**src/swsf_pkg.sv**
```systemverilog
// ----------------------------------------------------------------------------
// swsf_pkg
// Shared widths, codes and types of the sliding window segment fetcher.
// ----------------------------------------------------------------------------
package swsf_pkg;

  localparam int WINDOW_DEF        = 16;
  localparam int SEGMENT_BYTES_DEF = 1000;

  localparam int SLOT_W     = 4;
  localparam int RING_SLOTS = 1 << SLOT_W;
  localparam int COUNT_W    = SLOT_W + 1;
  localparam int REQ_W      = 2;
  localparam int KIND_W     = 2;
  localparam int ADDR_W     = 32;
  localparam int PORT_W     = 16;
  localparam int OFF_W      = 32;
  localparam int DLEN_W     = 16;
  localparam int LEN_W      = 10;
  localparam int CFG_IDX_W  = 2;
  localparam int CFG_DATA_W = 32;

  // input item codes
  localparam logic [REQ_W-1:0] REQ_START   = 2'd0;
  localparam logic [REQ_W-1:0] REQ_DATA    = 2'd1;
  localparam logic [REQ_W-1:0] REQ_TIMEOUT = 2'd2;

  // result kinds
  localparam logic [KIND_W-1:0] KIND_GET     = 2'd0;
  localparam logic [KIND_W-1:0] KIND_DELIVER = 2'd1;
  localparam logic [KIND_W-1:0] KIND_ACCEPT  = 2'd2;

  // configuration register indexes
  localparam logic [CFG_IDX_W-1:0] CFG_FILE_SIZE   = 2'd0;
  localparam logic [CFG_IDX_W-1:0] CFG_SERVER_ADDR = 2'd1;
  localparam logic [CFG_IDX_W-1:0] CFG_SERVER_PORT = 2'd2;

  typedef struct packed {
    logic [OFF_W-1:0]  file_size;
    logic [ADDR_W-1:0] server_addr;
    logic [PORT_W-1:0] server_port;
  } cfg_t;

  typedef struct packed {
    logic [OFF_W-1:0] offset;
    logic [LEN_W-1:0] len;
  } slot_entry_t;

  typedef struct packed {
    logic              we;
    logic [SLOT_W-1:0] waddr;
    slot_entry_t       wdata;
    logic [SLOT_W-1:0] raddr;
  } mem_req_t;

endpackage

```
**src/swsf_if.sv**
```systemverilog
// ----------------------------------------------------------------------------
// swsf channel interfaces
// Valid/ready channels for input items and result items.
// ----------------------------------------------------------------------------
interface swsf_in_if;
  import swsf_pkg::*;

  logic              valid;
  logic              ready;
  logic [REQ_W-1:0]  req_type;
  logic [ADDR_W-1:0] sender_addr;
  logic [PORT_W-1:0] sender_port;
  logic              header_ok;
  logic [OFF_W-1:0]  data_offset;
  logic [DLEN_W-1:0] data_length;

  modport source (
    output valid, req_type, sender_addr, sender_port, header_ok, data_offset,
           data_length,
    input  ready
  );
  modport sink (
    input  valid, req_type, sender_addr, sender_port, header_ok, data_offset,
           data_length,
    output ready
  );
endinterface

interface swsf_out_if;
  import swsf_pkg::*;

  logic              valid;
  logic              ready;
  logic [KIND_W-1:0] kind;
  logic [SLOT_W-1:0] slot;
  logic [OFF_W-1:0]  seg_offset;
  logic [LEN_W-1:0]  seg_bytes;
  logic [OFF_W-1:0]  bytes_done;
  logic              done_res;
  logic              last;

  modport source (
    output valid, kind, slot, seg_offset, seg_bytes, bytes_done, done_res, last,
    input  ready
  );
  modport sink (
    input  valid, kind, slot, seg_offset, seg_bytes, bytes_done, done_res, last,
    output ready
  );
endinterface

```
**src/swsf_slot_mem.sv**
```systemverilog
// ----------------------------------------------------------------------------
// swsf_slot_mem
// Ring slot table: offset and length of each open segment, one write port,
// one read port with registered read data.
// ----------------------------------------------------------------------------
module swsf_slot_mem (
  input  logic                   clk,
  input  swsf_pkg::mem_req_t     req,
  output swsf_pkg::slot_entry_t  rdata
);
  import swsf_pkg::*;

  slot_entry_t mem [RING_SLOTS];

  always_ff @(posedge clk) begin
    if (req.we) begin
      mem[req.waddr] <= req.wdata;
    end
    rdata <= mem[req.raddr];
  end

endmodule

```
**src/swsf_seq.sv**
```systemverilog
// ----------------------------------------------------------------------------
// swsf_seq
// Window sequencer: walks the slot table one entry at a time, keeps the
// received flags and window pointers, and drives the result register.
// ----------------------------------------------------------------------------
module swsf_seq #(
  parameter int WINDOW        = swsf_pkg::WINDOW_DEF,
  parameter int SEGMENT_BYTES = swsf_pkg::SEGMENT_BYTES_DEF
) (
  input  logic                  clk,
  input  logic                  rst,
  input  swsf_pkg::cfg_t        cfg,
  swsf_in_if.sink               item,
  swsf_out_if.source            result,
  output swsf_pkg::mem_req_t    mem_req,
  input  swsf_pkg::slot_entry_t mem_rdata
);
  import swsf_pkg::*;

  localparam int CapInt = (WINDOW > RING_SLOTS) ? RING_SLOTS : WINDOW;
  localparam logic [COUNT_W-1:0] Cap      = COUNT_W'(CapInt);
  localparam logic [OFF_W-1:0]   SegBytes = OFF_W'(SEGMENT_BYTES);
  localparam logic [LEN_W-1:0]   SegLen   = LEN_W'(SEGMENT_BYTES);

  localparam logic [2:0] S_IDLE   = 3'd0;
  localparam logic [2:0] S_OPEN   = 3'd1;
  localparam logic [2:0] S_TO_RD  = 3'd2;
  localparam logic [2:0] S_TO_EM  = 3'd3;
  localparam logic [2:0] S_SC_RD  = 3'd4;
  localparam logic [2:0] S_SC_CMP = 3'd5;
  localparam logic [2:0] S_DCHK   = 3'd6;
  localparam logic [2:0] S_DEMIT  = 3'd7;

  logic [2:0]            st;
  logic                  open_ret;   // open issued from the delivery loop
  logic [COUNT_W-1:0]    idx;
  logic [SLOT_W-1:0]     head;
  logic [COUNT_W-1:0]    win_count;
  logic [OFF_W-1:0]      req_bytes;
  logic [OFF_W-1:0]      delivered;
  logic [RING_SLOTS-1:0] rcv;
  logic [OFF_W-1:0]      data_off;
  logic [DLEN_W-1:0]     data_len;

  logic                  res_valid;
  logic [KIND_W-1:0]     res_kind;
  logic [SLOT_W-1:0]     res_slot;
  logic [OFF_W-1:0]      res_off;
  logic [LEN_W-1:0]      res_len;
  logic [OFF_W-1:0]      res_done_bytes;
  logic                  res_done;
  logic                  res_last;

  logic                  emit_ok;
  logic [SLOT_W-1:0]     scan_slot;
  logic [SLOT_W-1:0]     open_slot;
  logic [SLOT_W-1:0]     head_plus1;
  logic                  need_more;
  logic                  can_open;
  logic [OFF_W-1:0]      left;
  logic [LEN_W-1:0]      seg;
  logic                  more_after_open;
  logic                  sender_ok;
  logic                  hit;
  logic [OFF_W-1:0]      deliv_sum;
  logic                  scan_end;

  assign emit_ok    = !res_valid || result.ready;
  assign scan_slot  = head + idx[SLOT_W-1:0];
  assign open_slot  = head + win_count[SLOT_W-1:0];
  assign head_plus1 = head + SLOT_W'(1);
  assign need_more  = req_bytes < cfg.file_size;
  assign can_open   = need_more && (win_count < Cap);
  assign left       = cfg.file_size - req_bytes;
  assign seg        = (left < SegBytes) ? left[LEN_W-1:0] : SegLen;
  assign more_after_open = (left > SegBytes) && ((win_count + COUNT_W'(1)) < Cap);
  assign sender_ok  = item.header_ok && (item.sender_addr == cfg.server_addr) &&
                      (item.sender_port == cfg.server_port);
  assign hit        = (mem_rdata.offset == data_off) &&
                      (data_len[DLEN_W-1:LEN_W] == '0) &&
                      (mem_rdata.len == data_len[LEN_W-1:0]) && !rcv[scan_slot];
  assign deliv_sum  = delivered + {{(OFF_W-LEN_W){1'b0}}, mem_rdata.len};
  assign scan_end   = (idx == win_count - COUNT_W'(1));

  assign mem_req.we           = (st == S_OPEN) && can_open && emit_ok;
  assign mem_req.waddr        = open_slot;
  assign mem_req.wdata.offset = req_bytes;
  assign mem_req.wdata.len    = seg;
  assign mem_req.raddr        = (st == S_DCHK || st == S_DEMIT) ? head : scan_slot;

  assign item.ready        = (st == S_IDLE);
  assign result.valid      = res_valid;
  assign result.kind       = res_kind;
  assign result.slot       = res_slot;
  assign result.seg_offset = res_off;
  assign result.seg_bytes  = res_len;
  assign result.bytes_done = res_done_bytes;
  assign result.done_res   = res_done;
  assign result.last       = res_last;

  always_ff @(posedge clk) begin
    if (rst) begin
      st        <= S_IDLE;
      open_ret  <= 1'b0;
      idx       <= '0;
      head      <= '0;
      win_count <= '0;
      req_bytes <= '0;
      delivered <= '0;
      rcv       <= '0;
      res_valid <= 1'b0;
    end else begin
      if (result.ready) begin
        res_valid <= 1'b0;
      end
      unique case (st)
        S_IDLE: begin
          if (item.valid) begin
            data_off <= item.data_offset;
            data_len <= item.data_length;
            idx      <= '0;
            open_ret <= 1'b0;
            unique case (item.req_type)
              REQ_START: begin
                st <= S_OPEN;
              end
              REQ_TIMEOUT: begin
                if (win_count != '0) st <= S_TO_RD;
              end
              REQ_DATA: begin
                st <= (sender_ok && win_count != '0) ? S_SC_RD : S_DCHK;
              end
              default: ;
            endcase
          end
        end
        S_OPEN: begin
          if (!can_open) begin
            st <= open_ret ? S_DCHK : S_IDLE;
          end else if (emit_ok) begin
            res_valid      <= 1'b1;
            res_kind       <= KIND_GET;
            res_slot       <= open_slot;
            res_off        <= req_bytes;
            res_len        <= seg;
            res_done_bytes <= delivered;
            res_done       <= 1'b0;
            // after a refill the loop goes on only if the head is already in
            res_last       <= open_ret ? !(win_count != '0 && rcv[head])
                                       : !more_after_open;
            rcv[open_slot] <= 1'b0;
            win_count      <= win_count + COUNT_W'(1);
            req_bytes      <= req_bytes + {{(OFF_W-LEN_W){1'b0}}, seg};
            if (open_ret) begin
              st <= S_DCHK;
            end else if (!more_after_open) begin
              st <= S_IDLE;
            end
          end
        end
        S_TO_RD: begin
          st <= S_TO_EM;
        end
        S_TO_EM: begin
          if (emit_ok) begin
            res_valid      <= 1'b1;
            res_kind       <= KIND_GET;
            res_slot       <= scan_slot;
            res_off        <= mem_rdata.offset;
            res_len        <= mem_rdata.len;
            res_done_bytes <= delivered;
            res_done       <= 1'b0;
            res_last       <= scan_end;
            if (scan_end) begin
              st <= S_IDLE;
            end else begin
              idx <= idx + COUNT_W'(1);
              st  <= S_TO_RD;
            end
          end
        end
        S_SC_RD: begin
          st <= S_SC_CMP;
        end
        S_SC_CMP: begin
          if (hit) begin
            if (emit_ok) begin
              res_valid      <= 1'b1;
              res_kind       <= KIND_ACCEPT;
              res_slot       <= scan_slot;
              res_off        <= mem_rdata.offset;
              res_len        <= mem_rdata.len;
              res_done_bytes <= delivered;
              res_done       <= 1'b0;
              res_last       <= !(scan_slot == head || rcv[head]);
              rcv[scan_slot] <= 1'b1;
              st             <= S_DCHK;
            end
          end else if (scan_end) begin
            st <= S_DCHK;
          end else begin
            idx <= idx + COUNT_W'(1);
            st  <= S_SC_RD;
          end
        end
        S_DCHK: begin
          st <= (win_count != '0 && rcv[head]) ? S_DEMIT : S_IDLE;
        end
        S_DEMIT: begin
          if (emit_ok) begin
            res_valid      <= 1'b1;
            res_kind       <= KIND_DELIVER;
            res_slot       <= head;
            res_off        <= mem_rdata.offset;
            res_len        <= mem_rdata.len;
            res_done_bytes <= deliv_sum;
            res_done       <= (win_count == COUNT_W'(1)) && !need_more;
            res_last       <= !need_more &&
                              !(win_count > COUNT_W'(1) && rcv[head_plus1]);
            delivered      <= deliv_sum;
            rcv[head]      <= 1'b0;
            head           <= head_plus1;
            win_count      <= win_count - COUNT_W'(1);
            open_ret       <= 1'b1;
            st             <= need_more ? S_OPEN : S_DCHK;
          end
        end
        default: st <= S_IDLE;
      endcase
    end
  end

  a_count_cap: assert property (@(posedge clk) disable iff (rst)
    win_count <= Cap)
    else $error("window count above capacity");

  a_deliver_pops: assert property (@(posedge clk) disable iff (rst)
    (st == S_DEMIT && emit_ok) |=> win_count == $past(win_count) - COUNT_W'(1))
    else $error("delivery did not shrink the window");

  a_idle_head_clear: assert property (@(posedge clk) disable iff (rst)
    (st == S_IDLE && win_count != '0) |-> !rcv[head])
    else $error("received head segment left undelivered");

  a_open_advances: assert property (@(posedge clk) disable iff (rst)
    (st == S_OPEN && can_open && emit_ok) |=> req_bytes != $past(req_bytes))
    else $error("segment opened without advancing requested bytes");

endmodule

```
**src/sliding_window_segment_fetcher.sv**
```systemverilog
// ----------------------------------------------------------------------------
// sliding_window_segment_fetcher
// Receive window of a selective-repeat file fetch: issues get requests,
// accepts matching data headers and delivers segments in order.
// ----------------------------------------------------------------------------
//  channel   dir  handshake        contents
//  item      in   valid/ready      req_type, sender, header_ok, offset, length
//  result    out  valid/ready      kind, slot, segment, bytes_done, done, last
//  cfg       in   cfg_we           cfg_index, cfg_data (no read-back)
//
//  One item is handled at a time; item.ready is high only while idle.
//  Start: get requests go out until the window is full or the file is asked for.
//  Timeout: each window entry is read, then its get request is emitted again.
//  Data: each slot scanned is read, then compared; each delivery checks the head,
//  emits and refills the window. A match away from the head delivers nothing;
//  the read steps come from the single registered read port of the slot table.
//  Result stalls hold the sequencer; a finished result waits in its register.
//  rst clears config and window state; the slot table is not cleared, as every
//  entry inside the window is written when its segment is opened.
// ----------------------------------------------------------------------------
module sliding_window_segment_fetcher #(
  parameter int WINDOW        = swsf_pkg::WINDOW_DEF,
  parameter int SEGMENT_BYTES = swsf_pkg::SEGMENT_BYTES_DEF
) (
  input  logic                             clk,
  input  logic                             rst,
  input  logic                             cfg_we,
  input  logic [swsf_pkg::CFG_IDX_W-1:0]   cfg_index,
  input  logic [swsf_pkg::CFG_DATA_W-1:0]  cfg_data,
  swsf_in_if.sink                          item,
  swsf_out_if.source                       result
);
  import swsf_pkg::*;

  cfg_t        cfg;
  mem_req_t    mem_req;
  slot_entry_t mem_rdata;

  always_ff @(posedge clk) begin
    if (rst) begin
      cfg <= '0;
    end else if (cfg_we) begin
      unique case (cfg_index)
        CFG_FILE_SIZE:   cfg.file_size   <= cfg_data[OFF_W-1:0];
        CFG_SERVER_ADDR: cfg.server_addr <= cfg_data[ADDR_W-1:0];
        CFG_SERVER_PORT: cfg.server_port <= cfg_data[PORT_W-1:0];
        default: ;
      endcase
    end
  end

  swsf_seq #(
    .WINDOW        (WINDOW),
    .SEGMENT_BYTES (SEGMENT_BYTES)
  ) u_seq (
    .clk       (clk),
    .rst       (rst),
    .cfg       (cfg),
    .item      (item),
    .result    (result),
    .mem_req   (mem_req),
    .mem_rdata (mem_rdata)
  );

  swsf_slot_mem u_mem (
    .clk   (clk),
    .req   (mem_req),
    .rdata (mem_rdata)
  );

endmodule
```
**src/flat_wrapper.sv**
```systemverilog
// flat-port wrapper written by rule: the top's interface ports become plain ports
module sliding_window_segment_fetcher_flat import swsf_pkg::*;
#(
  parameter int WINDOW        = swsf_pkg::WINDOW_DEF,
  parameter int SEGMENT_BYTES = swsf_pkg::SEGMENT_BYTES_DEF
)
  (clk, rst, cfg_we, cfg_index, cfg_data, item_valid, item_req_type, item_sender_addr, item_sender_port, item_header_ok, item_data_offset, item_data_length, item_ready, result_valid, result_kind, result_slot, result_seg_offset, result_seg_bytes, result_bytes_done, result_done_res, result_last, result_ready);
  swsf_in_if item_i ();
  swsf_out_if result_i ();
  input  logic clk;
  input  logic rst;
  input  logic cfg_we;
  input  logic [swsf_pkg::CFG_IDX_W-1:0] cfg_index;
  input  logic [swsf_pkg::CFG_DATA_W-1:0] cfg_data;
  input wire logic [$bits(item_i.valid)-1:0] item_valid;
  input wire logic [$bits(item_i.req_type)-1:0] item_req_type;
  input wire logic [$bits(item_i.sender_addr)-1:0] item_sender_addr;
  input wire logic [$bits(item_i.sender_port)-1:0] item_sender_port;
  input wire logic [$bits(item_i.header_ok)-1:0] item_header_ok;
  input wire logic [$bits(item_i.data_offset)-1:0] item_data_offset;
  input wire logic [$bits(item_i.data_length)-1:0] item_data_length;
  output wire logic [$bits(item_i.ready)-1:0] item_ready;
  output wire logic [$bits(result_i.valid)-1:0] result_valid;
  output wire logic [$bits(result_i.kind)-1:0] result_kind;
  output wire logic [$bits(result_i.slot)-1:0] result_slot;
  output wire logic [$bits(result_i.seg_offset)-1:0] result_seg_offset;
  output wire logic [$bits(result_i.seg_bytes)-1:0] result_seg_bytes;
  output wire logic [$bits(result_i.bytes_done)-1:0] result_bytes_done;
  output wire logic [$bits(result_i.done_res)-1:0] result_done_res;
  output wire logic [$bits(result_i.last)-1:0] result_last;
  input wire logic [$bits(result_i.ready)-1:0] result_ready;
  assign item_i.valid = item_valid;
  assign item_i.req_type = item_req_type;
  assign item_i.sender_addr = item_sender_addr;
  assign item_i.sender_port = item_sender_port;
  assign item_i.header_ok = item_header_ok;
  assign item_i.data_offset = item_data_offset;
  assign item_i.data_length = item_data_length;
  assign item_ready = item_i.ready;
  assign result_valid = result_i.valid;
  assign result_kind = result_i.kind;
  assign result_slot = result_i.slot;
  assign result_seg_offset = result_i.seg_offset;
  assign result_seg_bytes = result_i.seg_bytes;
  assign result_bytes_done = result_i.bytes_done;
  assign result_done_res = result_i.done_res;
  assign result_last = result_i.last;
  assign result_i.ready = result_ready;
  sliding_window_segment_fetcher #(.WINDOW(WINDOW), .SEGMENT_BYTES(SEGMENT_BYTES)) u_core (.clk(clk), .rst(rst), .cfg_we(cfg_we), .cfg_index(cfg_index), .cfg_data(cfg_data), .item(item_i), .result(result_i));
endmodule
```
**config.mk**
```make
export PLATFORM = sky130hd
export DESIGN_NAME = sliding_window_segment_fetcher_flat
export DESIGN_NICKNAME = d
export VERILOG_FILES = /design/src/swsf_pkg.sv /design/src/swsf_if.sv /design/src/swsf_slot_mem.sv /design/src/swsf_seq.sv /design/src/sliding_window_segment_fetcher.sv /design/src/flat_wrapper.sv
export SDC_FILE = /design/constraint.sdc
export NUM_CORES = 2
export LEC_CHECK = 0
export ABC_AREA = 1
export BUFFER_PORTS_ARGS = -buffer_cell sky130_fd_sc_hd__clkbuf_2
export CAP_MARGIN = 20
export CORE_MARGIN = 2
export CORE_UTILIZATION = 28
export CTS_CLUSTER_DIAMETER = 80
export DETAILED_ROUTE_END_ITERATION = 8
export HOLD_SLACK_MARGIN = 0.12
export REMOVE_ABC_BUFFERS = 1
export SLEW_MARGIN = 10
export SYNTH_ARGS = -nofsm -noshare
export SYNTH_HDL_FRONTEND = slang
export SYNTH_SLANG_ARGS = --single-unit
```
**constraint.sdc**
```tcl
create_clock -name clk -period 9 [get_ports clk]
set_input_delay 1.8 -clock clk [delete_from_list [all_inputs] [get_ports clk]]
set_output_delay 1.8 -clock clk [all_outputs]
set_load 0.1 [all_outputs]
```
Word level (Yosys, flattened, before mapping)
Memories as Yosys holds them, arrays and structs flattened. A register that Yosys moved wholly into a read port is not among the register bits.
Cells that the tools add are included.
{"block": "word_totals", "register_bits": 309, "latchBits": 0, "mem_bits_rw": 672, "romBits": 0, "in_bits": 138, "output_inout_bits": 84, "elab_cells": 233, "mem_count": 1}
{"block": "op_classes", "addsub": 9, "n_mul": 0, "div": 0, "magnitude_cmp": 13, "eq_ne": 31, "n_shift": 0, "n_mux": 97, "bitwise": 6, "n_reduce_logical": 55}
{"memory": "u_core.u_mem.mem", "words": 16, "word_bits": 42, "rd": 1, "rd_ports_with_merged_regs": 1, "write_ports": 1, "line_no": "swsf_slot_mem.sv:13", "source": "slot_entry_t mem [RING_SLOTS];"}
{"operator": "$mux 32", "n": 8}
{"operator": "$pmux 32 s4", "n": 1}
{"operator": "$pmux 32 s3", "n": 1}
{"operator": "$mux 16", "n": 5}
{"operator": "$add 32x10->32", "n": 2}
{"operator": "$eq 32x32->1", "n": 2}
{"operator": "$mux 10", "n": 5}
{"operator": "$pmux 16 s3", "n": 1}
{"operator": "$mux 3", "n": 13}
{"operator": "$mux 5", "n": 7}
{"operator": "$and 16x16->16", "n": 2}
{"operator": "$gt 32x10->1 const B", "n": 1}
{"operator": "$lt 32x10->1 const B", "n": 1}
{"operator": "$lt 32x32->1", "n": 1}
{"operator": "$not 16->16", "n": 2}
{"operator": "$sub 32x32->32", "n": 1}
{"operator": "$pmux 10 s3", "n": 1}
{"operator": "$mux 1", "n": 25}
{"operator": "$mux 4", "n": 6}
{"operator": "$pmux 3 s8", "n": 1}
{"operator": "$lt 4x5->1 const B", "n": 4}
{"operator": "$reduce_and 6->1", "n": 3}
{"operator": "$logic_and 1x1->1", "n": 17}
{"operator": "$eq 16x16->1", "n": 1}
{"operator": "other kinds (48)", "n": 100}

Longest topological paths before layout
{"block": "logic_depth", "ltp_word": 10, "mapped_depth": 36, "mapped_depth_nobuf": 36}

By module
A second synthesis with hierarchy kept.
{"block": "unflattened", "hier_cells": 5525, "area_unflattened_um2": 49068.3}
{"mod": "swsf_slot_mem", "n_inst": 1, "cells_each": 2773, "area_per_inst_um2": 29483.3, "seq_area_each_um2": 21020.2}
{"mod": "swsf_seq", "n_inst": 1, "cells_each": 2236, "area_per_inst_um2": 16175.5, "seq_area_each_um2": 5885.6}
{"mod": "sliding_window_segment_fetcher", "n_inst": 1, "cells_each": 516, "area_per_inst_um2": 3409.5, "seq_area_each_um2": 1601.5}

Worst setup path after synthesis
OpenSTA, ideal clock, no wires.
{"block": "synth_path", "path_type": "input to register", "from": "in rst", "to": "reg u_core.u_seq.res_len[0] (netlist: u_core.u_seq.result.seg_bytes[0]) (enable)", "setup_ns": 0.493, "arrival_time_ns": 5.429, "slack_ns": 3.078, "cell_stages": 5, "path_cell_list": "inv_1 -> clkbuf_1 -> clkbuf_1 -> nand3_1 -> nor3_1"}
{"block": "synth_via", "elab_chain_cells": 2}
{"item": "start, declared", "line_no": "flat_wrapper.sv:11", "source": "input logic rst;"}
{"item": "$not 1->1 (no line)"}
{"item": "$reduce_and 5->1 (no line)"}
{"item": "end signal, assigned", "line_no": "swsf_seq.sv:145", "source": "res_len <= seg;"}
{"item": "end signal, assigned", "line_no": "swsf_seq.sv:170", "source": "res_len <= mem_rdata.len;"}
{"item": "end signal, assigned", "line_no": "swsf_seq.sv:192", "source": "res_len <= mem_rdata.len;"}
{"item": "end, declared", "line_no": "swsf_seq.sv:49", "source": "logic [LEN_W-1:0] res_len;"}
No other way between the ends.
A chain may end at the register's enable or synchronous reset.

==> results.py <==
metrics = {
    "synthesis": {
        "synth_edf_count": 802,
        "synth_area_leaders": "edfxtp_1 53%, dfxtp_1 9.8%, o21ai_0 6.8%",
        "yosysSeqAreaShare_pct": 62.8,
        "synth-seq-cells": 1023,
        "synth_area_per_cell_sq_um": 10.2,
        "ys.flop_type": "edfxtp_1",
        "yosysTopAreaCell": "edfxtp_1",
        "ys_types": 53,
        "synth_area_sq_um": 45400,
        "synth_cells": 4452,
        "async_flop_share_pct": 0,
        "yosys_warnings": 0,
        "synth_top_area_share_pct": 53.1,
    },
    "placed_design": {
        "portBuffers": 221,
        "gp_congestion": 0.896,
        "placed_area_sq_um": 48900,
        "dp.cells": 6666,
        "dpl.hpwl_um": 88200,
    },
    "setup_path": {
        "cp_common_cell": "nand2_1",
        "crit_buf_inv": 4,
        "arrival_ns": 6.87,
        "cp-end-kind": "flip-flop",
        "critPathMaxFanout": 20,
        "r2r_cells": 27,
        "crit_path_max_incr_delay_ns": 0.81,
        "cp_slowest_cell": "dfxtp_1",
        "start_kind": "flip-flop",
        "required_ns": 9.65,
        "crit_family": "simple AND/OR/NAND/NOR gates",
        "crit_type": "reg2reg",
        "rr_startpoint": "u_core.u_seq.req_bytes[20]",
        "reg2reg_slack_ns": 2.78,
        "reg2reg_to": "u_core.u_seq.req_bytes[30]",
    },
    "layout": {
        "layout_common_cells": "802 x edfxtp_1, 615 x o21ai_0, 604 x nor2_1",
        "area_delta_synth_final_pct": 16.3,
        "fin_nets": 4830,
        "fin_cells": 6873,
        "final_cell_area_sq_um": 52800,
        "drive_gt1_share_pct": 11.4,
        "layout_commonest_cell": "edfxtp_1",
    },
    "sta": {
        "slew_headroom_pct": 15.9,
        "period_share_pct": 69.1,
        "finalHoldViolCount": 0,
        "slew_violations": 0,
        "final.setup_skew_ns": 0.0950,
        "setup_violations": 0,
        "rsz0062_at_grt": "false",
        "hold_ws_ns": 0.458,
        "min_period_ns": 6.22,
        "worstMarginPinSlew_ns": 1.26,
        "fmax_mhz": 161,
        "tns_ns": 0,
    },
    "route": {
        "wl_per_cell_um": 20.9,
        "vias_per_cell": 4.96,
        "postRouteAntennaNets": 0,
        "drcViolationCount": 0,
        "num_vias": 34100,
        "drt_first_iter_violations": 3693,
        "first_pass_iters": 5,
        "wirelength_um": 144000,
    },
    "clock_network": {
        "cts_setup_buffers": 0,
        "cts_root_buf": "clkbuf_16",
        "clk_pin_slew_worst_paths_ns": 0.07,
        "htree_levels": 3,
        "cts-resized-gates": 0,
        "clkLatencyLatePin_ns": 0.79,
        "clkSinkCount": 1023,
        "cts-buffers-inserted": 107,
        "ctsHoldBuffers": 0,
        "clockBufferDepth": 3,
        "cts_tree": "built",
    },
    "die": {
        "rows": 147,
        "core_area_sq_um": 161000,
        "ios": 222,
        "die-area_sq_um": 165000,
        "initial_core_util_pct": 28.2,
        "fp.dieW_um": 407,
        "dieHeight_um": 407,
    },
    "power": {
        "switchingPower_mw": 4.87,
        "p_leak_nw": 19.2,
        "p_int_mw": 9.06,
        "switching_share_pct": 35.0,
        "p_comb_share_pct": 25.0,
        "powerDensity_nw_per_um2": 264,
        "peakVddDrop_uv": 176,
        "clkPwrFrac_pct": 33.9,
        "seqPwrFrac_pct": 41.1,
    },
    "global_routing": {
        "track_usage_pct": 17.0,
        "grt_pass1_wl_um": 211000,
        "first_global_vias": 32100,
        "grt_max_degree": 159,
        "antenna_found_initial": 9,
        "grt-ovfl-total": 0,
    },
    "status": {
        "status": "completed",
    },
    "min_path": {
        "hold_class": "reg2reg",
        "min-delay-start": "u_core.cfg[42]",
        "hold_end": "u_core.cfg[42]",
        "hold_depth": 2,
    },
    "job": {
        "cap_violations": 0,
    },
}
[tightest hold or removal path, cell delays in order (launching register included)]
cell and delay, ns:
dfxtp_1 0.31, inv_1 0.05, a21oi_1 0.05
[cells in the mapped netlist (11+ instances only)]
cell type / instances
o221ai_1: 119
o211ai_1: 37
o21ai_1: 13
nand2_2: 13
ha_1: 70
xor2_1: 63
nand4_1: 31
o22ai_1: 96
nor2_2: 12
edfxtp_1: 802
xnor2_1: 19
inv_1: 429
nand3_1: 117
a211oi_1: 13
a31oi_1: 11
nor3_1: 53
clkbuf_1: 199
o21ai_0: 615
nand2_1: 587
nor2_1: 624
a21oi_1: 181
dfxtp_1: 221
or2_2: 11
a221oi_1: 11
nor4_1: 11
[cells by family after synthesis]
kind of cell               count (synthesis)  share of synthesized area, %
AOI/OAI and AO/OA                       1124                          14.2
DFF                                     1023                          62.8
xor gates and xnor gates                  82                          1.58
adders and majority gates                 75                          2.15
and+or+nand+nor                         1492                          13.7
buffers and inverters                    656                          5.49
[how the worst max path moves through the flow]
stage | depth (start not counted) | from | slack, ns | end
after floorplan | 7 | u_core.u_seq.head[0] | -15.75 | u_core.u_mem.rdata[12]
after global placement | 28 | u_core.u_seq.req_bytes[20] | 2.64 | u_core.u_seq.req_bytes[20]
after detailed placement | 26 | u_core.u_seq.req_bytes[20] | 2.59 | u_core.u_seq.req_bytes[30]
after CTS | 26 | u_core.u_seq.req_bytes[20] | 2.57 | u_core.u_seq.req_bytes[30]
after global routing | 27 | u_core.u_seq.req_bytes[20] | 2.15 | u_core.u_seq.req_bytes[30]
final | 27 | u_core.u_seq.req_bytes[20] | 2.78 | u_core.u_seq.req_bytes[30]
[per-layer routing]
metal	track usage [%]	wire length, um	vias up
met4	5.11	3880	2
met1	24.1	64400	16600
met3	2.07	9190	215
met2	27.1	66200	1293
met5	0	13	-
li1	-	-	15900
[through the flow]
stage          worst slack, ns  power [mW]  util [%]
2_1_floorplan           -15.75        8.18         -
3_3_place_gp              2.64        9.27      30.5
3_5_place_dp              2.59        9.29      30.5
4_1_cts                   2.57        14.0      32.8
5_1_grt                   2.15        14.6      32.8
6_report                  2.78        13.9      32.8
[registers in the layout, summed over array words and instances (netlist names), 4 cells and up, named ones only]
signal / flops
u_core.u_mem.mem: 672
u_core.u_seq.result.slot: 4
u_core.u_seq.data_len: 16
u_core.cfg: 80
u_core.u_seq.req_bytes: 31
u_core.u_seq.delivered: 32
u_core.u_seq.result.seg_offset: 32
u_core.u_seq.idx: 5
u_core.u_seq.rcv: 16
u_core.u_mem.rdata: 42
u_core.u_seq.win_count: 5
u_core.u_seq.result.bytes_done: 32
u_core.u_seq.result.seg_bytes: 10
u_core.u_seq.data_off: 32
u_core.u_seq.head: 4
[area by class of cell]
class | count | area [sq um]
clock buffers | 148 | 2960
repair buffers | 273 | 1540
multi-input cells | 2773 | 14600
inverters | 439 | 1660
clock inverters | 56 | 826
fillers | 16300 | 108000
diodes | 1 | 2.50
flip-flops and latches | 1023 | 28500
well taps | 2160 | 2700
[power by group through the flow]
stage / clock network, mW / logic [mW] / registers [mW]
2_1_floorplan: 0 / 2.03 / 6.14
3_5_place_dp: 0 / 3.47 / 5.82
6_report: 4.72 / 3.49 / 5.73
5_1_grt: 4.98 / 3.82 / 5.76
4_1_cts: 4.79 / 3.48 / 5.73
3_3_place_gp: 0 / 3.45 / 5.82
Power figures use the tool's default switching activity.
